### src/hw/rtl/jtm_pkg.sv
// ----------------------------------------------------------------------------
// jtm_pkg
// Shared types and constants for the JTAG TAP master shifter.
// ----------------------------------------------------------------------------
package jtm_pkg;

    // Field widths
    localparam int DATA_W  = 8;
    localparam int TICK_W  = 7;
    localparam int CNT_W   = 7;
    localparam int PAT_W   = 4;

    // Longest clock run in one command
    localparam int MAX_RUN_DEFAULT = 64;

    // Command codes
    typedef enum logic [2:0] {
        ACT_RESET      = 3'd0,
        ACT_GO_IDLE    = 3'd1,
        ACT_ENTER_IR   = 3'd2,
        ACT_ENTER_DR   = 3'd3,
        ACT_WRITE_BYTE = 3'd4,
        ACT_READ_BYTE  = 3'd5,
        ACT_READ_BIT   = 3'd6,
        ACT_CLOCK_RUN  = 3'd7
    } act_t;

    // Tracked TAP position
    typedef enum logic [1:0] {
        TAP_RESET    = 2'd0,
        TAP_IDLE     = 2'd1,
        TAP_SHIFT_IR = 2'd2,
        TAP_SHIFT_DR = 2'd3
    } tap_t;

    // Sequencer phase
    typedef enum logic [1:0] {
        PH_IDLE,
        PH_TMS,
        PH_FLUSH,
        PH_DATA
    } phase_t;

    // Pulse counts
    localparam logic [CNT_W-1:0] CNT_RESET    = 7'd10;
    localparam logic [CNT_W-1:0] CNT_ONE      = 7'd1;
    localparam logic [CNT_W-1:0] CNT_EXIT     = 7'd3;
    localparam logic [CNT_W-1:0] CNT_ENTER_IR = 7'd4;
    localparam logic [CNT_W-1:0] CNT_ENTER_DR = 7'd3;
    localparam logic [CNT_W-1:0] CNT_IR_BITS  = 7'd7;
    localparam logic [CNT_W-1:0] CNT_BYTE     = 7'd8;

    // TMS patterns, first pulse in bit 0
    localparam logic [PAT_W-1:0] PAT_ALL_HIGH = 4'b1111;
    localparam logic [PAT_W-1:0] PAT_ALL_LOW  = 4'b0000;
    localparam logic [PAT_W-1:0] PAT_EXIT     = 4'b0011;
    localparam logic [PAT_W-1:0] PAT_ENTER_IR = 4'b0011;
    localparam logic [PAT_W-1:0] PAT_ENTER_DR = 4'b0001;

    // Control from sequencer to data shifter
    typedef struct packed {
        logic load;
        logic step;
    } shift_ctrl_t;

    // One TCK pulse as produced by the sequencer
    typedef struct packed {
        logic tms;
        logic tdi;
        logic taken;
        logic last;
    } pulse_t;

endpackage

### src/hw/rtl/jtag_tap_master_shifter.sv
// The first TCK pulse of a command is formed once the sequencer leaves idle, then
// held in the output register. Throughput: one pulse per cycle while out_ready is
// high; pulses per command: reset 10, writes and reads up to 9, runs up to MAX_RUN.
// The single pulse sequencer takes a new command only after its last pulse.
// Reset: rst_n is asynchronous and active low; the TAP position returns to
// test logic reset, the held bit and TDI level clear, and the output empties.
// ----------------------------------------------------------------------------
// jtag_tap_master_shifter
// JTAG TAP master: expands each command into TCK pulses, each carrying
// TMS, TDI, the TDO sample flag and the read data assembled so far.
// ----------------------------------------------------------------------------
module jtag_tap_master_shifter #(
    parameter int MAX_RUN = jtm_pkg::MAX_RUN_DEFAULT
) (
    input  logic                       clk,
    input  logic                       rst_n,
    input  logic                       in_valid,
    output logic                       in_ready,
    input  logic [2:0]                 action,
    input  logic [jtm_pkg::DATA_W-1:0] data_in,
    input  logic [jtm_pkg::DATA_W-1:0] tdo_bits,
    input  logic [jtm_pkg::TICK_W-1:0] tick_count,
    output logic                       out_valid,
    input  logic                       out_ready,
    output logic                       tms,
    output logic                       tdi,
    output logic                       tdo_taken,
    output logic [jtm_pkg::DATA_W-1:0] read_data,
    output logic                       last
);
    import jtm_pkg::*;

    shift_ctrl_t        ctrl;
    pulse_t             pulse;
    logic               emit;
    logic               adv;
    logic               data_bit;
    logic               data_next_bit;
    logic [DATA_W-1:0]  acc_new;

    logic               out_valid_reg;
    logic               tms_reg;
    logic               tdi_reg;
    logic               taken_reg;
    logic [DATA_W-1:0]  rdata_reg;
    logic               last_reg;

    // Output register frees up when empty or on a transfer
    assign adv = !out_valid_reg || out_ready;

    jtm_seq #(
        .MAX_RUN (MAX_RUN)
    ) u_seq (
        .clk           (clk),
        .rst_n         (rst_n),
        .in_valid      (in_valid),
        .in_ready      (in_ready),
        .action        (act_t'(action)),
        .tdi_set       (data_in[0]),
        .tick_count    (tick_count),
        .adv           (adv),
        .data_bit      (data_bit),
        .data_next_bit (data_next_bit),
        .ctrl          (ctrl),
        .pulse         (pulse),
        .emit          (emit)
    );

    jtm_shift u_shift (
        .clk           (clk),
        .ctrl          (ctrl),
        .data_in       (data_in),
        .tdo_bits      (tdo_bits),
        .data_bit      (data_bit),
        .data_next_bit (data_next_bit),
        .acc_new       (acc_new)
    );

    // Hold valid until transfer
    always_ff @(posedge clk or negedge rst_n)
    begin
        if (!rst_n)
        begin
            out_valid_reg <= 1'b0;
        end
        else if (emit)
        begin
            out_valid_reg <= 1'b1;
        end
        else if (out_ready)
        begin
            out_valid_reg <= 1'b0;
        end
    end

    // Capture the pulse payload
    always_ff @(posedge clk)
    begin
        if (emit)
        begin
            tms_reg   <= pulse.tms;
            tdi_reg   <= pulse.tdi;
            taken_reg <= pulse.taken;
            rdata_reg <= pulse.taken ? acc_new : '0;
            last_reg  <= pulse.last;
        end
    end

    assign out_valid = out_valid_reg;
    assign tms       = tms_reg;
    assign tdi       = tdi_reg;
    assign tdo_taken = taken_reg;
    assign read_data = rdata_reg;
    assign last      = last_reg;

`ifndef NO_ASSERTIONS
    // A sampled pulse never moves the TAP
    a_taken_tms_low: assert property (@(posedge clk) disable iff (!rst_n)
        (out_valid && tdo_taken) |-> !tms)
        else $error("sampled pulse with TMS high");

    // Pulses that sample nothing carry zero read data
    a_unsampled_zero: assert property (@(posedge clk) disable iff (!rst_n)
        (out_valid && !tdo_taken) |-> (read_data == '0))
        else $error("read data nonzero on unsampled pulse");

    // More pulses of this command follow, so no new command is taken
    a_busy_mid_cmd: assert property (@(posedge clk) disable iff (!rst_n)
        (out_valid && !last) |-> !in_ready)
        else $error("command taken before last pulse");

    // Emitting the final pulse frees the sequencer
    a_last_frees: assert property (@(posedge clk) disable iff (!rst_n)
        (emit && pulse.last) |=> in_ready)
        else $error("sequencer busy after final pulse");
`endif

endmodule

### src/hw/rtl/jtm_shift.sv
// ----------------------------------------------------------------------------
// jtm_shift
// Bit-serial data path: shifts the write byte out and the TDO bits in,
// one bit per data pulse, and assembles read data LSB first.
// ----------------------------------------------------------------------------
module jtm_shift (
    input  logic                       clk,
    input  jtm_pkg::shift_ctrl_t       ctrl,
    input  logic [jtm_pkg::DATA_W-1:0] data_in,
    input  logic [jtm_pkg::DATA_W-1:0] tdo_bits,
    output logic                       data_bit,
    output logic                       data_next_bit,
    output logic [jtm_pkg::DATA_W-1:0] acc_new
);
    import jtm_pkg::*;

    logic [DATA_W-1:0] data_sr_reg;
    logic [DATA_W-1:0] tdo_sr_reg;
    logic [DATA_W-1:0] mask_reg;
    logic [DATA_W-1:0] acc_reg;

    // Merge the current TDO bit at the position marked by the one-hot mask
    assign acc_new       = acc_reg | (mask_reg & {DATA_W{tdo_sr_reg[0]}});
    assign data_bit      = data_sr_reg[0];
    assign data_next_bit = data_sr_reg[1];

    // Load on command transfer, advance one bit per data pulse
    always_ff @(posedge clk)
    begin
        if (ctrl.load)
        begin
            data_sr_reg <= data_in;
            tdo_sr_reg  <= tdo_bits;
            mask_reg    <= DATA_W'(1);
            acc_reg     <= '0;
        end
        else if (ctrl.step)
        begin
            data_sr_reg <= {1'b0, data_sr_reg[DATA_W-1:1]};
            tdo_sr_reg  <= {1'b0, tdo_sr_reg[DATA_W-1:1]};
            mask_reg    <= {mask_reg[DATA_W-2:0], 1'b0};
            acc_reg     <= acc_new;
        end
    end

endmodule

### src/hw/rtl/jtm_seq.sv
// ----------------------------------------------------------------------------
// jtm_seq
// Command sequencer: tracks the TAP position, the held IR bit and the TDI
// level, and steps through the TMS, flush and data phases of a command.
// ----------------------------------------------------------------------------
module jtm_seq #(
    parameter int MAX_RUN = jtm_pkg::MAX_RUN_DEFAULT
) (
    input  logic                       clk,
    input  logic                       rst_n,
    input  logic                       in_valid,
    output logic                       in_ready,
    input  jtm_pkg::act_t              action,
    input  logic                       tdi_set,
    input  logic [jtm_pkg::TICK_W-1:0] tick_count,
    input  logic                       adv,
    input  logic                       data_bit,
    input  logic                       data_next_bit,
    output jtm_pkg::shift_ctrl_t       ctrl,
    output jtm_pkg::pulse_t            pulse,
    output logic                       emit
);
    import jtm_pkg::*;

    phase_t            phase_reg,   phase_next;
    tap_t              tap_reg,     tap_next;
    logic              pending_reg, pending_next;
    logic              held_reg,    held_next;
    logic              tdi_lvl_reg, tdi_lvl_next;
    logic [CNT_W-1:0]  cnt_reg,     cnt_next;
    logic [PAT_W-1:0]  pat_reg,     pat_next;
    logic              fill_reg,    fill_next;
    logic              write_reg,   write_next;
    logic              hold_reg,    hold_next;
    logic              accept;
    logic              cnt_last;

    assign in_ready = (phase_reg == PH_IDLE);
    assign accept   = in_valid && in_ready;
    assign cnt_last = (cnt_reg == CNT_ONE);

    // State register
    always_ff @(posedge clk or negedge rst_n)
    begin
        if (!rst_n)
        begin
            phase_reg   <= PH_IDLE;
            tap_reg     <= TAP_RESET;
            pending_reg <= 1'b0;
            held_reg    <= 1'b0;
            tdi_lvl_reg <= 1'b0;
            cnt_reg     <= '0;
            pat_reg     <= '0;
            fill_reg    <= 1'b0;
            write_reg   <= 1'b0;
            hold_reg    <= 1'b0;
        end
        else
        begin
            phase_reg   <= phase_next;
            tap_reg     <= tap_next;
            pending_reg <= pending_next;
            held_reg    <= held_next;
            tdi_lvl_reg <= tdi_lvl_next;
            cnt_reg     <= cnt_next;
            pat_reg     <= pat_next;
            fill_reg    <= fill_next;
            write_reg   <= write_next;
            hold_reg    <= hold_next;
        end
    end

    // Next state and pulse generation
    always_comb
    begin
        phase_next   = phase_reg;
        tap_next     = tap_reg;
        pending_next = pending_reg;
        held_next    = held_reg;
        tdi_lvl_next = tdi_lvl_reg;
        cnt_next     = cnt_reg;
        pat_next     = pat_reg;
        fill_next    = fill_reg;
        write_next   = write_reg;
        hold_next    = hold_reg;
        ctrl.load    = accept;
        ctrl.step    = 1'b0;
        emit         = 1'b0;
        pulse.tms    = 1'b0;
        pulse.tdi    = tdi_lvl_reg;
        pulse.taken  = 1'b0;
        pulse.last   = 1'b0;

        case (phase_reg)
            PH_IDLE:
            begin
                if (accept)
                begin
                    fill_next  = 1'b0;
                    write_next = 1'b0;
                    hold_next  = 1'b0;
                    case (action)
                        ACT_RESET:
                        begin
                            phase_next   = PH_TMS;
                            cnt_next     = CNT_RESET;
                            pat_next     = PAT_ALL_HIGH;
                            fill_next    = 1'b1;
                            tap_next     = TAP_RESET;
                            pending_next = 1'b0;
                        end
                        ACT_GO_IDLE:
                        begin
                            if (tap_reg == TAP_RESET)
                            begin
                                phase_next = PH_TMS;
                                cnt_next   = CNT_ONE;
                                pat_next   = PAT_ALL_LOW;
                            end
                            else if (tap_reg == TAP_SHIFT_IR || tap_reg == TAP_SHIFT_DR)
                            begin
                                // Shift a held IR bit together with the exit
                                if (tap_reg == TAP_SHIFT_IR && pending_reg)
                                begin
                                    tdi_lvl_next = held_reg;
                                    pending_next = 1'b0;
                                end
                                phase_next = PH_TMS;
                                cnt_next   = CNT_EXIT;
                                pat_next   = PAT_EXIT;
                            end
                            tap_next = TAP_IDLE;
                        end
                        ACT_ENTER_IR:
                        begin
                            if (tap_reg == TAP_IDLE)
                            begin
                                phase_next = PH_TMS;
                                cnt_next   = CNT_ENTER_IR;
                                pat_next   = PAT_ENTER_IR;
                                tap_next   = TAP_SHIFT_IR;
                            end
                        end
                        ACT_ENTER_DR:
                        begin
                            if (tap_reg == TAP_IDLE)
                            begin
                                phase_next = PH_TMS;
                                cnt_next   = CNT_ENTER_DR;
                                pat_next   = PAT_ENTER_DR;
                                tap_next   = TAP_SHIFT_DR;
                            end
                        end
                        ACT_WRITE_BYTE:
                        begin
                            write_next = 1'b1;
                            hold_next  = (tap_reg == TAP_SHIFT_IR);
                            cnt_next   = (tap_reg == TAP_SHIFT_IR) ? CNT_IR_BITS : CNT_BYTE;
                            phase_next = pending_reg ? PH_FLUSH : PH_DATA;
                        end
                        ACT_READ_BYTE:
                        begin
                            cnt_next   = CNT_BYTE;
                            phase_next = pending_reg ? PH_FLUSH : PH_DATA;
                        end
                        ACT_READ_BIT:
                        begin
                            cnt_next   = CNT_ONE;
                            phase_next = PH_DATA;
                        end
                        ACT_CLOCK_RUN:
                        begin
                            if (tick_count == '0)
                            begin
                                tdi_lvl_next = tdi_set;
                            end
                            else
                            begin
                                phase_next = PH_TMS;
                                pat_next   = PAT_ALL_LOW;
                                if (32'(tick_count) > MAX_RUN)
                                begin
                                    cnt_next = CNT_W'(MAX_RUN);
                                end
                                else
                                begin
                                    cnt_next = CNT_W'(tick_count);
                                end
                            end
                        end
                        default:
                        begin
                            phase_next = PH_IDLE;
                        end
                    endcase
                end
            end
            PH_TMS:
            begin
                if (adv)
                begin
                    emit       = 1'b1;
                    pulse.tms  = pat_reg[0];
                    pulse.last = cnt_last;
                    pat_next   = {fill_reg, pat_reg[PAT_W-1:1]};
                    cnt_next   = cnt_reg - CNT_ONE;
                    if (cnt_last)
                    begin
                        phase_next = PH_IDLE;
                    end
                end
            end
            PH_FLUSH:
            begin
                // Shift the held IR bit on a pulse of its own
                if (adv)
                begin
                    emit         = 1'b1;
                    pulse.tdi    = held_reg;
                    tdi_lvl_next = held_reg;
                    pending_next = 1'b0;
                    phase_next   = PH_DATA;
                end
            end
            PH_DATA:
            begin
                if (adv)
                begin
                    emit        = 1'b1;
                    ctrl.step   = 1'b1;
                    pulse.taken = 1'b1;
                    pulse.last  = cnt_last;
                    if (write_reg)
                    begin
                        pulse.tdi    = data_bit;
                        tdi_lvl_next = data_bit;
                    end
                    cnt_next = cnt_reg - CNT_ONE;
                    if (cnt_last)
                    begin
                        phase_next = PH_IDLE;
                        // Hold back the eighth bit of an IR write
                        if (hold_reg)
                        begin
                            pending_next = 1'b1;
                            held_next    = data_next_bit;
                        end
                    end
                end
            end
            default:
            begin
                phase_next = PH_IDLE;
            end
        endcase
    end

endmodule

### config.mk
export PLATFORM = sky130hd
export DESIGN_NAME = jtag_tap_master_shifter
export DESIGN_NICKNAME = d
export VERILOG_FILES = /design/src/hw/rtl/jtm_pkg.sv /design/src/hw/rtl/jtag_tap_master_shifter.sv /design/src/hw/rtl/jtm_shift.sv /design/src/hw/rtl/jtm_seq.sv
export SDC_FILE = /design/constraint.sdc
export NUM_CORES = 1
export LEC_CHECK = 0
export BUFFER_PORTS_ARGS = -buffer_cell sky130_fd_sc_hd__buf_2
export CORE_MARGIN = 5
export CORE_UTILIZATION = 57
export CTS_CLUSTER_SIZE = 28
export DETAILED_ROUTE_END_ITERATION = 6
export GPL_ROUTABILITY_DRIVEN = 0
export PLACE_DENSITY = 0.76
export SLEW_MARGIN = 20
export SYNTH_ARGS = -nofsm -noshare
export SYNTH_HDL_FRONTEND = slang
export SYNTH_SLANG_ARGS = --single-unit
### constraint.sdc
create_clock -name clk -period 2.75 [get_ports clk]
set_clock_uncertainty 0.2 [all_clocks]
set_input_delay 0.1375 -clock clk [delete_from_list [all_inputs] [get_ports clk]]
set_output_delay 0.1375 -clock clk [all_outputs]
set_load 0.01 [all_outputs]
Word-level counts from Yosys, hierarchy flattened
Index checks and enable logic that the tools add are counted.
{"block": "op_classes", "add_sub_neg": 1, "mul": 0, "div": 0, "magnitude_cmp": 1, "eq_ne": 36, "shift": 0, "muxes": 71, "n_bitwise": 2, "reduce_logical": 28}
{"operator": "two-way mux 7 bit", "count": 8}
{"operator": "case mux 7 bit (8 select lines)", "count": 1}
{"operator": "two-way mux 4 bit", "count": 8}
{"operator": "two-way mux 8 bit", "count": 4}
{"operator": "inequality test 3 bit, second input constant", "count": 10}
{"operator": "two-way mux 1 bit", "count": 27}
{"operator": "two-way mux 2 bit", "count": 10}
{"operator": "case mux 4 bit (5 select lines)", "count": 1}
{"operator": "AND reduction 8 bit", "count": 2}
{"operator": "case mux 7 bit (2 select lines)", "count": 1}
{"operator": "AND reduction 7 bit", "count": 2}
{"operator": "equality test 3 bit, second input constant", "count": 4}
{"operator": "inequality test 2 x 1 -> 1 bit, second input constant", "count": 6}
{"operator": "case mux 2 bit (6 select lines)", "count": 1}
{"operator": "AND reduction 10 bit", "count": 1}
{"operator": "AND 8 bit", "count": 1}
{"operator": "equality test 2 bit, second input constant", "count": 4}
{"operator": "inequality test 2 bit, second input constant", "count": 4}
{"operator": "OR 8 bit", "count": 1}
{"operator": "case mux 1 bit (2 select lines)", "count": 4}
{"operator": "case mux 2 bit (4 select lines)", "count": 1}
{"operator": "case mux 4 bit (2 select lines)", "count": 1}
{"operator": "nonzero test 2 bit", "count": 4}
{"operator": "equality test 7 x 1 -> 1 bit, second input constant", "count": 1}
{"operator": "23 further kinds", "count": 32}
{"block": "totals", "reg_bits": 66, "latchBits": 0, "ramBits": 0, "romBits": 0, "input_bits": 30, "out_inout_bits": 14, "wordCells": 159, "n_memories": 0}

Depth between registers and ports, before layout
Gate-level depths: netlist of run 1.
{"block": "depth", "ltp_word": 8, "ltp_mapped": 7, "ltp_nobuf": 6}

By module
Synthesis of run 1 repeated with hierarchy kept, for this count alone.
{"block": "hier_totals", "cells_unflattened": 315, "area_unflattened_um2": 3367.0}
{"module": "jtm_seq", "n_inst": 1, "cells_each": 195, "area_per_inst_um2": 1572.8, "seq_area_each_um2": 525.5}
{"module": "jtm_shift", "n_inst": 1, "cells_each": 97, "area_per_inst_um2": 1338.8, "seq_area_each_um2": 800.8}
{"module": "jtag_tap_master_shifter", "n_inst": 1, "cells_each": 23, "area_per_inst_um2": 455.4, "seq_area_each_um2": 385.4}

Least setup slack after synthesis of run 1
OpenSTA, ideal clock, no wires.
{"block": "synth_path", "path_kind": "reg-to-reg", "startpoint": "register u_seq.phase_reg[0]", "endpoint": "register u_shift.data_sr_reg[0] (enable)", "setup_ps": 372, "t_arrival_ps": 1678, "t_required_ps": 2178, "setup_slack_ps": 500, "path_stages_with_launch": 7, "n_path_buf": 3, "synth_period_minus_slack_ps": 2250, "cell_sequence": "dfrtp_1 buf_2 nor2_1 clkbuf_1 nand2_1 clkbuf_1 nand2_1"}
{"block": "synth_via", "elab_chain_cells": 3, "word_cells_on_any_way": 5, "cone_classes": "1 x eq/ne; 1 x mux; 3 x reduce/logical"}
{"item": "start: declaration", "line": "jtm_seq.sv:25", "source": "phase_t phase_reg, phase_next;"}
{"item": "start signal: assignment", "line": "jtm_seq.sv:60", "source": "phase_reg <= phase_next;"}
{"item": "zero test 2 bit", "line": "jtm_seq.sv:38", "source": "assign in_ready = (phase_reg == PH_IDLE);"}
{"item": "via in_ready", "line": "jtag_tap_master_shifter.sv:18", "source": "output logic in_ready,"}
{"item": "logical AND 1 bit", "line": "jtm_seq.sv:39", "source": "assign accept = in_valid && in_ready;"}
{"item": "nonzero test 2 bit (no source line)"}
{"item": "end signal: assignment", "line": "jtm_shift.sv:32", "source": "data_sr_reg <= data_in;"}
{"item": "end signal: assignment", "line": "jtm_shift.sv:39", "source": "data_sr_reg <= {1'b0, data_sr_reg[DATA_W-1:1]};"}
{"item": "end: declaration", "line": "jtm_shift.sv:17", "source": "logic [DATA_W-1:0] data_sr_reg;"}
The timed path passes the listed nets, and every way through them passes these cells.
A chain may end at the register's enable or synchronous reset.

Worst setup path after layout of run 1
{"block": "layout_path", "startpoint": "input action[0]", "endpoint": "register u_seq.cnt_reg[6]"}
{"block": "layout_via", "elab_chain_cells": 4, "word_cells_on_any_way": 16, "cone_classes": "11 x eq/ne; 3 x mux; 2 x reduce/logical"}
{"item": "start: declaration", "line": "jtag_tap_master_shifter.sv:19", "source": "input logic [2:0] action,"}
{"item": "equality test 3 bit (tied with other cells)", "line": "jtm_seq.sv:102", "source": "case (action)"}
{"item": "case mux 7 bit (8 select lines)", "line": "jtm_seq.sv:102"}
{"item": "two-way mux 7 bit", "line": "jtm_seq.sv:97", "source": "if (accept)"}
{"item": "case mux 7 bit (2 select lines)", "line": "jtm_seq.sv:94", "source": "case (phase_reg)"}
{"item": "end signal: assignment", "line": "jtm_seq.sv:65", "source": "cnt_reg <= cnt_next;"}
{"item": "end: declaration", "line": "jtm_seq.sv:30", "source": "logic [CNT_W-1:0] cnt_reg, cnt_next;"}
Parallel ways exist; a longest one is shown, timed or not. The select of a mux whose other input is x is not followed.

==> results.md, run 1 <==
- After routing the design area is about 3900 um^2.
- The floorplan step set the die width to around 85 um.
- The core region is 5473 um^2.
- The critical path is of the in2reg type.
- The instance area at placement is 3470 um^2.
- The H-tree depth is 3.
- The final layout contains 437 nets.
- Across the VDD grid, the largest voltage drop is 0.4643 mV.
- Clock latency on the worst-skew pair, taken at its later pin, is ~340 ps.
- The clock tree root buffer cell is sky130_fd_sc_hd__clkbuf_8.
- The detailed-route DRC error count is 0.
- For this design the ratio of total power to cell area is approximately 750 nW/um^2.
- The share of synthesized area occupied by flip-flops and latches is between 50% and 60%.
- Walking the worst path, the cells encountered are dlygate4sd3_1 > buf_2 > or3b_4 > mux2_4 > and2_1 > a221oi_1 > a21oi_1.
- The clock slew at the register clock pins of the worst setup and hold paths is roughly 70 ps.
- The floorplan step defined a die boundary enclosing around 7200 um^2.
- The setup TNS is 0 ps.
- The count of flip-flops with a built-in enable after synthesis is 28.
- The count of cell instances traversed by the critical path is 7.
- Tracing the worst setup path back leads to its startpoint at action[0].
- The post-cts hold buffer count is 21.
- The run finished with clean final reports.
- The capturing point of the worst reg2reg path is u_seq.tdi_lvl_reg.
- The height of the chip is roughly 85 um.
- The first-pass GRT wire length is 11.99 mm.
- The type of element capturing the critical path is a register.
- The worst hold path belongs to the class in2reg.
- Setup repair after global routing left no endpoint under its margin.
- For this run, the top clock speed supported by timing is approximately 450 MHz.
- The slowest stage of the critical path is the sky130_fd_sc_hd__dlygate4sd3_1 cell.
- Counting cells, the worst reg-to-reg path comes to 5.
- The leakage power summed over all cells is between 1.5 and 2 nW.
- The kind of cell adding the most delay to the critical path is buffers and inverters.
- In the final routed layout, each cell accounts on average for about 14 um.
- Of the available clock period, the critical path in the final layout requires about 80%.
- The total number of placement rows is 27.
- The first detailed-routing pass took 5 iterations.
- The number of standard cells after synthesis is ~340.
- CTS saw 66 sinks.
- The number of violations reported at the end of detailed-routing iteration 0 is ~310.
- The number of nets produced by synthesis is ~380.
- The commonest non-fill, non-tap cell in the layout is sky130_fd_sc_hd__nand2_1.
- Power comes to approximately 0.0029 W.
- Compared with the post-synthesis result, the final layout area differs by 20.94%.
- Summing every instance area after synthesis gives approximately 3200 um^2.
- The routed wire length is 6.866 mm.
- The internal reg-to-reg setup slack is between 500 and 600 ps.
- In this run the worst setup path terminates at u_seq.cnt_reg[6].
- The final global-route overflow total is 0.
- The worst setup path is launched from a primary input.
- In this run the post-CTS setup repair buffer count came out at 0.
- In this run the worst path has a maximum fanout of 14.
- The detailed-route vias per instance is around 5.7.
- The number of I/O port buffers is between 40 and 50.
- The final critical-path required period is between 2000 and 2500 ps.
- The number of global-route vias before repair is between 2000 and 3000.
- The initial antenna violation count is 0.
- The top-level port count is 44.
- The total CTS buffers is 9.
- The initial utilization of the core area, before any placement, comes to around 59%.
- After synthesis, the mean cell area works out to 9.326 um^2.
- The pin count of the biggest net entering global routing is 29.
- For the worst setup path, the data required time is between 2000 and 3000 ps.
- The clock tree from TritonCTS is done.
- The critical path contains buffers and inverters numbering 2 combined.
- The beginning of the worst register-to-register path is out_valid.
- In the synthesized netlist the dominant register cell turns out to be sky130_fd_sc_hd__edfxtp_1.
- After filler insertion, the fill cell instance count of the layout stands at around 450.
- The slew at the pin with the worst max-slew slack is 626.8 ps.
- The Yosys step of the flow raised 0 warnings.
- The diode insertion count for antenna repair is 0.
- The half-perimeter wire length after detailed placement is ~4.6 mm.
- For this block, the via count after detailed routing is between 2000 and 3000.
- The number of gates resized after CTS is 0.
- In this run the remaining antenna-violating nets after routing total 0.
- The worst pin sits at a relative slew slack of approximately 58%.
- For this run, the slowest stage of the critical path takes 520 ps.
- Synthesis inferred 66 register bits.
- For this run, the total global-route usage over all layers was measured as between 20 and 25%.
- The hold violation count in the final report came to 0.
- In the layout the commonest cells are sky130_fd_sc_hd__nand2_1, sky130_fd_sc_hd__buf_2, sky130_fd_sc_hd__a21oi_1.
- The number of pins exceeding their max-slew limit in the final report is 0.
- Max-cap violations in this run came to 0.
- The share of async-settable or async-resettable flops after synthesis is about a third.
- The data arrival time of the critical path is 2220 ps.
- In this run the deepest clock path goes through 2 buffers.
- The number of library cell types mapped by synthesis is 53.
- The number of endpoints failing setup at the final stage is 0.
- The fraction of layout instances using a drive strength above 1 is around a fifth.
## synth_stat cells, types with 3 or more instances
cell	count	area, um^2
sky130_fd_sc_hd__a21oi_1	35	175.2
sky130_fd_sc_hd__a31oi_1	3	18.77
sky130_fd_sc_hd__and2_1	4	25.02
sky130_fd_sc_hd__and3_1	4	25.02
sky130_fd_sc_hd__clkbuf_1	16	60.06
sky130_fd_sc_hd__dfrtp_1	22	550.5
sky130_fd_sc_hd__dfxtp_1	16	320.3
sky130_fd_sc_hd__edfxtp_1	28	840.8
sky130_fd_sc_hd__inv_1	8	30.03
sky130_fd_sc_hd__mux2_2	8	90.09
sky130_fd_sc_hd__mux2i_1	5	50.05
sky130_fd_sc_hd__nand2_1	81	304.0
sky130_fd_sc_hd__nand2b_1	6	37.54
sky130_fd_sc_hd__nand3_1	9	45.04
sky130_fd_sc_hd__nand4_1	3	18.77
sky130_fd_sc_hd__nor2_1	34	127.6
sky130_fd_sc_hd__nor2b_1	3	18.77
sky130_fd_sc_hd__nor3_1	6	30.03
sky130_fd_sc_hd__nor4_1	3	18.77
sky130_fd_sc_hd__o21ai_0	5	25.02
sky130_fd_sc_hd__or3_1	4	25.02
## power by group
part | switching [W] | internal (W) | total [W]
clock | 0.000394 | 0.000424 | 0.000818
combinational | 0.000320 | 0.000300 | 0.000621
sequential | 0.000191 | 0.00127 | 0.00146
total | 0.000906 | 0.00200 | 0.00290
## worst min-delay path by stage
stage	start	end	slack, ps	cells past startpoint
CTS	tick_count[0]	u_seq.cnt_reg[0]	10	4
floorplan	rst_n	out_valid	-360	0
finish	tick_count[0]	u_seq.cnt_reg[0]	30	4
global placement	rst_n	u_seq.tap_reg[1]	-60	1
detailed placement	rst_n	u_seq.tap_reg[1]	-60	1
global route	tick_count[3]	u_seq.cnt_reg[3]	70	5
## routing by layer
layer | up-vias | GRT usage, % | wire length, um
li1 | 1334 | - | -
met1 | 1261 | 28.60 | 3110
met2 | 120 | 31.29 | 3166
met3 | 9 | 4.563 | 491
met4 | 0 | 8.921 | 97
met5 | - | 0 | 0
## final cells by class
class	count	area [um^2]	share of cell area, %
Sequential cell	66	1712	44.11
Multi-Input combinational cell	249	1370	35.31
Timing Repair Buffer	71	478.0	12.32
Clock buffer	9	123.9	3.193
Tap cell	72	90.09	2.322
Clock inverter	7	76.32	1.967
Inverter	8	30.03	0.7739
## cells by family (layout without fill, tap and decap cells)
logic type,count (synthesis),after routing,share of synthesized area [%]
simple gates,166,166,23.67
compound gates,64,64,12.60
mux,14,14,4.836
flops,66,66,53.35
xor+xnor,3,3,0.8192
fa+ha+maj,2,2,0.7799
buf+inv,29,95,3.939
## through the flow
stage	instances	hold WS, ps	util (%)	setup slack, ps
CTS	482	12.67	70.90	554.2
global placement	445	-61.15	63.40	625.6
global route	482	67.55	70.90	449.4
floorplan	344	-358.1	-	500.4
detailed placement	445	-62.25	63.40	572.2
finish	482	33.82	70.90	541.3
## worst register-to-register path, cell delays in order (launching register included)
cell,delay (ps)
sky130_fd_sc_hd__dfrtp_1,370
sky130_fd_sc_hd__nor2b_1,310
sky130_fd_sc_hd__mux2_2,370
sky130_fd_sc_hd__and3_1,190
sky130_fd_sc_hd__or3_1,360
sky130_fd_sc_hd__mux2_2,260
No activity file was read; power rests on OpenSTA's default activity.
==> run 2: changes to the inputs <==
clock period = 2.15 ns   (was 2.75 ns; I/O delays follow)
==> results.md, run 2 (same netlist as run 1, synthesis figures left out) <==
- In this run the tightest slew margin relative to its limit is between 30% and 40%.
- Wire segments on met3 add up to 487 um in the final route.
- The top cell types in the final layout, fill and taps aside, are sky130_fd_sc_hd__nand2_1, sky130_fd_sc_hd__buf_2, sky130_fd_sc_hd__a21oi_1.
- The number of placed cells counting well taps is 457.
- The number of maximum-capacitance violations is 0.
- The area overhead of the layout relative to synthesis is 26.72%.
- The part of the cycle the worst path needs is 98.19%.
- After routing the design area is about 4000 um^2.
- The clock slew at the register clock pins of the worst setup and hold paths is approximately 70 ps.
- The commonest non-fill, non-tap cell in the layout is sky130_fd_sc_hd__nand2_1.
- The number of filler cells placed in the layout is roughly 400.
- The number of I/O port buffers is 43.
- Across the VDD grid, the largest voltage drop is approximately 0.74 mV.
- The kind of start point of the critical path is a primary input.
- The top-level port count is 44.
- The routed wire length is about 7.6 mm.
- The number of nets with antenna violations after routing is 0.
- Based on the critical path, the design can be clocked at up to about 470 MHz.
- The total number of vias is around 2800.
- From bottom edge to top edge, the die measures between 80 and 90 um.
- The final core area utilization is 74.28%.
- Walking the worst path, the cells encountered are dlygate4sd3_1 > buf_2 > or3b_4 > mux2_4 > nand4_1 > a21oi_1 > buf_4 > mux2_2.
- The initial standard-cell utilization of the core is about three fifths.
- Of all nets on the critical path, the largest fanout is 5.
- The number of pins exceeding their max-slew limit in the final report is 0.
- In this run the static leakage power is 1.810 nW.
- The type of the tightest min-delay check is in2reg.
- The non-filler instance count after layout is ~500.
- The data arrival time of the critical path is 2140 ps.
- The kind of cell adding the most delay to the critical path is buffers and inverters.
- The hold violation count in the final report is 0.
- Global routing used approximately 22% of the available tracks across all layers.
- Setup slack closes at ~39 ps.
- The initial antenna violation count is 0.
- The pin count of the biggest net entering global routing is 29.
- The net count of the finished layout is 452.
- The top routing layer in use is met4.
- The clock period could shrink to roughly 2100 ps.
- The clock tree synthesis step divided the H-tree into 3 levels.
- The longest clock path from root to sink contains 2 buffers.
- The number of endpoints failing setup at the final stage is 0.
- The first global-routing pass estimated between 10 and 15 mm of wire.
- The repair_antennas step left the layout with diodes totalling 0.
- Clock tree synthesis selected as its root buffer the cell sky130_fd_sc_hd__clkbuf_8.
- The final global-route overflow total is 0.
- The placeable core area is 5473 um^2.
- For the worst-skew pair, the clock arrives at the later sink with an insertion delay of approximately 340 ps.
- Setup repair after global routing left no endpoint under its margin.
- The number of sinks on the clock net is 66.
- TritonCTS built the clock tree.
- In the final routing, the length of wire on met1 measures between 3 and 4 mm.
- The run finished with clean final reports.
- The instance area at placement is approximately 3600 um^2.
- The number of global-route vias before repair is 2791.
- The number of detailed-routing iterations run before antenna repair is 4.
- At the worst endpoint, the required time is 2180 ps.
- The total CTS buffers is 9.
- For this design the ratio of total power to cell area is slightly below 1000 nW/um^2.
- Of the cells placed in the final design, the portion with a size suffix greater than 1 is between 20% and 30%.
- The routed wirelength normalized by instance count is between 15 and 20 um.
- Adding up every negative setup slack in the final design gives 0 ps.
- In the detailed route, the total length drawn on met2 is roughly 3.8 mm.
- After legalization and detailed placement, the total HPWL measured around 5.0 mm.
- The cell at the slowest stage of the critical path is sky130_fd_sc_hd__dlygate4sd3_1.
- Using the TritonRoute via totals, the vias-per-cell ratio works out to about 5.6.
- The die covers ~7200 um^2.
- The maximum single-stage delay on the critical path is around 540 ps.
- In the routed design, unresolved DRC markers number 0.
- The die is ~85 um wide.
- The critical path in this run is classified as in2reg.
- After floorplanning, the core was divided into 27 placement rows.
- The type of element capturing the critical path is a register.
- The pre-CTS setup slack is 129.2 ps.
- For the pin with the worst max-slew slack, the measured transition is approximately 930 ps.
- The number of violations reported at the end of detailed-routing iteration 0 is 221.
- The critical path contains buffers and inverters numbering 3 combined.
run 2: changes by cell type in the layout (fill, tap and decap cells not counted), sizes merged:
cell / before / now
buf: 50 / 63
bufinv: 1 / 3
clkinv: 2 / 4
clkinvlp: 2 / 0
dlygate4sd3: 21 / 23
inv: 10 / 8
run 2: worst paths after layout:
check / startpoint / end / slack (ps) / cells after the start
setup reg to reg: u_seq.phase_reg[0] / u_shift.tdo_sr_reg[7] / 90 / 4
hold / removal: action[2] / u_seq.phase_reg[0] / 20 / 3
hold reg to reg: u_shift.acc_reg[0] / u_shift.acc_reg[0] / 270 / 2
min in group asynchronous: rst_n / u_seq.pat_reg[3] / 70 / 2
setup / recovery: action[1] / u_seq.pat_reg[0] / 40 / 8
max in group asynchronous: rst_n / u_seq.held_reg / 1320 / 2
run 2: through the flow:
stage / hold slack, ps / power [W]
after floorplan: -388.1 / 0.002420
after global placement: -86.55 / 0.002649
after detailed placement: -81.63 / 0.002686
after CTS: 6.972 / 0.003978
after global routing: 34.90 / 0.004197
final: 22.97 / 0.003979
run 2: final cells by class:
cell class                      count  area, um^2  area share [%]
Inverter                            8       30.03          0.7387
Sequential cell                    66        1712           42.11
Timing Repair Buffer               86       611.8           15.05
Clock inverter                      7       117.6           2.893
Clock buffer                        9       123.9           3.047
Multi-Input combinational cell    249        1380           33.95
Tap cell                           72       90.09           2.216
run 2: worst register-to-register path, stage by stage (launching register included):
cell                            delay [ps]
sky130_fd_sc_hd__dfrtp_1               450
sky130_fd_sc_hd__nor2_1                340
sky130_fd_sc_hd__buf_4                 220
sky130_fd_sc_hd__and3_1                170
sky130_fd_sc_hd__dlygate4sd3_1         550
run 2: metal layers:
metal / vias up / GRT usage [%]
met2: 78 / 36.09
met3: 13 / 5.631
li1: 1359 / -
met1: 1316 / 28.47
met4: 0 / 8.489
met5: - / 0
run 2: where the power goes:
group	switching, W	internal (W)	leakage (nW)	total [W]
Clock	0.000484	0.000770	0.123	0.00125
Sequential	0.000234	0.00163	0.675	0.00186
Combinational	0.000452	0.000411	1.01	0.000863
Total	0.00117	0.00281	1.81	0.00398
run 2: repair_timing:
item                                   4_1_cts  5_1_grt
setup endpoints to repair                    0        6
resized for setup                            0        3
buffers inserted                             0        1
hold buffers                                23        0
endpoints found under the hold margin       42        0
==> run 3: changes to the inputs <==
ABC_AREA = 1   (was unset)
==> results.md, run 3 <==
- Buffers added to address setup during post-CTS repair amount to 0.
- The maximum single-stage delay on the critical path is approximately 500 ps.
- The total CTS buffers is 9.
- TritonCTS built the clock tree.
- The final layout net count is 539.
- The commonest non-fill, non-tap cell in the layout is sky130_fd_sc_hd__nand2_1.
- The detailed-route vias per instance is approximately 5.2.
- In this run, the number of DRC markers left after iteration 0 of detailed routing was 182.
- The most used flip-flop cell after synthesis is sky130_fd_sc_hd__edfxtp_1.
- The leakage power summed over all cells is ~2.0 nW.
- The number of standard cells after synthesis is around 430.
- Traced cell by cell, the critical path runs through buf_4 > nand2_1 > nor2_2 > inv_2 > nand2_1 > buf_4.
- The data required time of the critical path is approximately 2000 ps.
- The worst setup path is captured at a register.
- Sorting the synthesized cells by area gives the leading types as sky130_fd_sc_hd__edfxtp_1, sky130_fd_sc_hd__nand2_1, sky130_fd_sc_hd__dfrtp_1.
- VDD sags by at most ~0.77 mV.
- The core region is approximately 5900 um^2.
- The total global-route track usage is 22.00%.
- Counting instances, the worst hold path has a depth of 7.
- The detail route stage leaves a number of antenna-violating nets equal to 0.
- The met2 track demand over resource is a little over a third.
- For the worst setup path, the data arrival time is 1740 ps.
- For this block, the via count after detailed routing is between 3000 and 4000.
- The number of filler cells placed in the layout is 483.
- The top cell type's share of synthesized area is 24.95%.
- The final global-route overflow total is 0.
- The worst-path maximum fanout is 17.
- After floorplanning, the core was divided into 28 placement rows.
- The area of the multi-input gates is 1431 um^2.
- Counting every sink on the clock net gives between 60 and 70.
- The number of global-route vias before repair is about 2800.
- The part of the cycle the worst path needs is between 80% and 90%.
- The mean instance size in the synthesized netlist is 7.764 um^2.
- In the final layout, the share of cells above drive strength 1 is between 15 and 20%.
- In this run, synthesis inferred 28 flip-flops with an integrated enable.
- The number of buffers on the longest clock path is 2.
- The diode insertion count for antenna repair is 0.
- The flow ran to the end, and the final reports show no timing, DRC or antenna violations.
- The total of warnings raised by yosys is 0.
- The area growth from synthesis to layout is 21.95%.
- Synthesis inferred 66 register bits.
- Once the clock tree was built, the resizer swapped 0 gates to a different size.
- The clock tree root buffer cell is sky130_fd_sc_hd__clkbuf_8.
- Of all cell types, the one taking the most synthesized area is sky130_fd_sc_hd__edfxtp_1.
- Wires add up to about 7.6 mm.
- The die is 86.89 um tall.
- The cell family contributing the most delay on the critical path is buffers and inverters.
- The share of synthesized area occupied by flip-flops and latches is around half.
- Measured against its own limit, the worst slew margin works out to 64.28%.
- The H-tree depth is 3.
- The number of maximum-capacitance violations is 0.
- The die covers 7549 um^2.
- The library cells used most frequently in the layout, excluding fill and tap cells, are sky130_fd_sc_hd__nand2_1, sky130_fd_sc_hd__nor2_1, sky130_fd_sc_hd__buf_2.
- The area used by sequential logic in the layout is about 1700 um^2.
- The tightest min-delay check is of the in2reg type.
- The share of async-settable or async-resettable flops after synthesis is roughly a third.
- The clock slew at the register clock pins of the worst setup and hold paths is around 70 ps.
- In this run the tool buffered the top-level ports with 43 buffer cells.
- The initial antenna violation count was 0.
- The number of detailed-routing iterations run before antenna repair is 5.
- For this run, design rule violations remaining after detail routing come to 0.
- Global routing used just under 30% of the available met1 tracks.
- For this run, global-route usage on met3 was measured as between 5 and 6%.
- Setup violations remaining at the end of the flow were counted as 0.
- The final core area utilization is around 70%.
- 44 I/O pins were placed.
- The internal reg-to-reg setup slack is between 200 and 250 ps.
- For the worst-skew pair, the clock arrives at the later sink with an insertion delay of around 340 ps.
- In this run, post-CTS hold repair placed 22 buffers.
- In the final timing run, aggregate negative setup slack is 0 ps.
- The first global-routing pass estimated approximately 13 mm of wire.
- The number of buffers and inverters on the critical path is 3.
- The initial standard-cell utilization of the core is ~58%.
- The power density over the cells is approximately 1300 nW/um^2.
- Dividing the detail-routed wire length by the instance count gives ~13 um.
- The kind of start point of the critical path is a register.
- Setup repair after global routing left no endpoint under its margin.
- Counting cells, the worst reg-to-reg path comes to 6.
- The kind of critical path is reg2reg.
- In this run the horizontal extent of the chip is just under 90 um.
- The number of pins exceeding their max-slew limit in the final report was 0.
- The maximum clock frequency is ~530 MHz.
- The hold violation count in the final report is 0.
- In this run, distinct cell masters in the synthesized netlist total 35.
- The post-synth design cell area is ~3400 um^2.
- Yosys instantiated no cell more often than sky130_fd_sc_hd__nand2_1.
- The final critical-path required period is around 1900 ps.
- Counting every net in the synthesized netlist gives between 400 and 500.
- Entering global routing, the biggest net connects 23 pins.
- The critical path runs through a total of 6 cells.
- The half-perimeter wire length after detailed placement is approximately 5.5 mm.
- The peak-usage layer in the global routing report is met2.
- After synthesis, the most frequently instantiated cells are sky130_fd_sc_hd__nand2_1, sky130_fd_sc_hd__nor2_1, sky130_fd_sc_hd__inv_1, sky130_fd_sc_hd__nand3_1, sky130_fd_sc_hd__edfxtp_1.
- On the critical path, the stage with the largest delay is an instance of sky130_fd_sc_hd__dfrtp_1.
- For the pin with the worst max-slew slack, the measured transition is approximately 540 ps.
-- run 3: metrics by stage --
step	area [um^2]	hold WS (ps)	total power, W	std cells	worst slack [ps]
6_report	4109	14.96	0.005428	587	249.4
5_1_grt	4109	34.12	0.005863	587	119.7
4_1_cts	4109	1.642	0.005443	587	273.0
3_5_place_dp	3671	-83.39	0.004264	549	274.5
3_3_place_gp	3671	-84.78	0.004168	549	309.3
2_1_floorplan	3369	-388.1	0.003658	434	214.3
-- run 3: layout make-up --
cell class	instances	share of cell area (%)
well taps	75	2.284
clock buffers	10	3.106
flip-flops and latches	66	41.66
inverters	37	3.502
clock inverters	6	2.192
multi-input cells	318	34.84
repair buffers	75	12.42
-- run 3: metal layers --
metal	share of wire (%)	wire length, um
met5	0	0
met4	1.8	136
met3	6.8	517
met2	48	3684
met1	43	3284
-- run 3: worst paths after layout --
kind | to | from
setup / recovery | u_shift.tdo_sr_reg[6] | u_seq.phase_reg[0]
hold / removal | u_seq.cnt_reg[2] | tick_count[2]
setup reg to reg | u_shift.tdo_sr_reg[6] | u_seq.phase_reg[0]
max in group asynchronous | out_valid | rst_n
min in group asynchronous | u_seq.pat_reg[0] | rst_n
hold reg to reg | u_shift.acc_reg[1] | u_shift.acc_reg[1]
-- run 3: cell families after synthesis --
| group | synth area share [%] |
|---|---|
| simple gates | 33.57 |
| flops | 50.80 |
| buf+inv | 6.721 |
| compound gates | 7.352 |
| xor+xnor | 0.5200 |
| fa+ha+maj | 0.7425 |
| mux | 0.2971 |
-- run 3: power breakdown --
part	internal (W)	switching, W
clock network	0.000657	0.000483
registers	0.00189	0.000291
logic	0.000767	0.00134
-- run 3: worst reg2reg max path: cells and delay by family (launching register included) --
family | cells | cell delay [ps]
buf+inv | 3 | 570
flops | 1 | 500
simple gates | 3 | 320
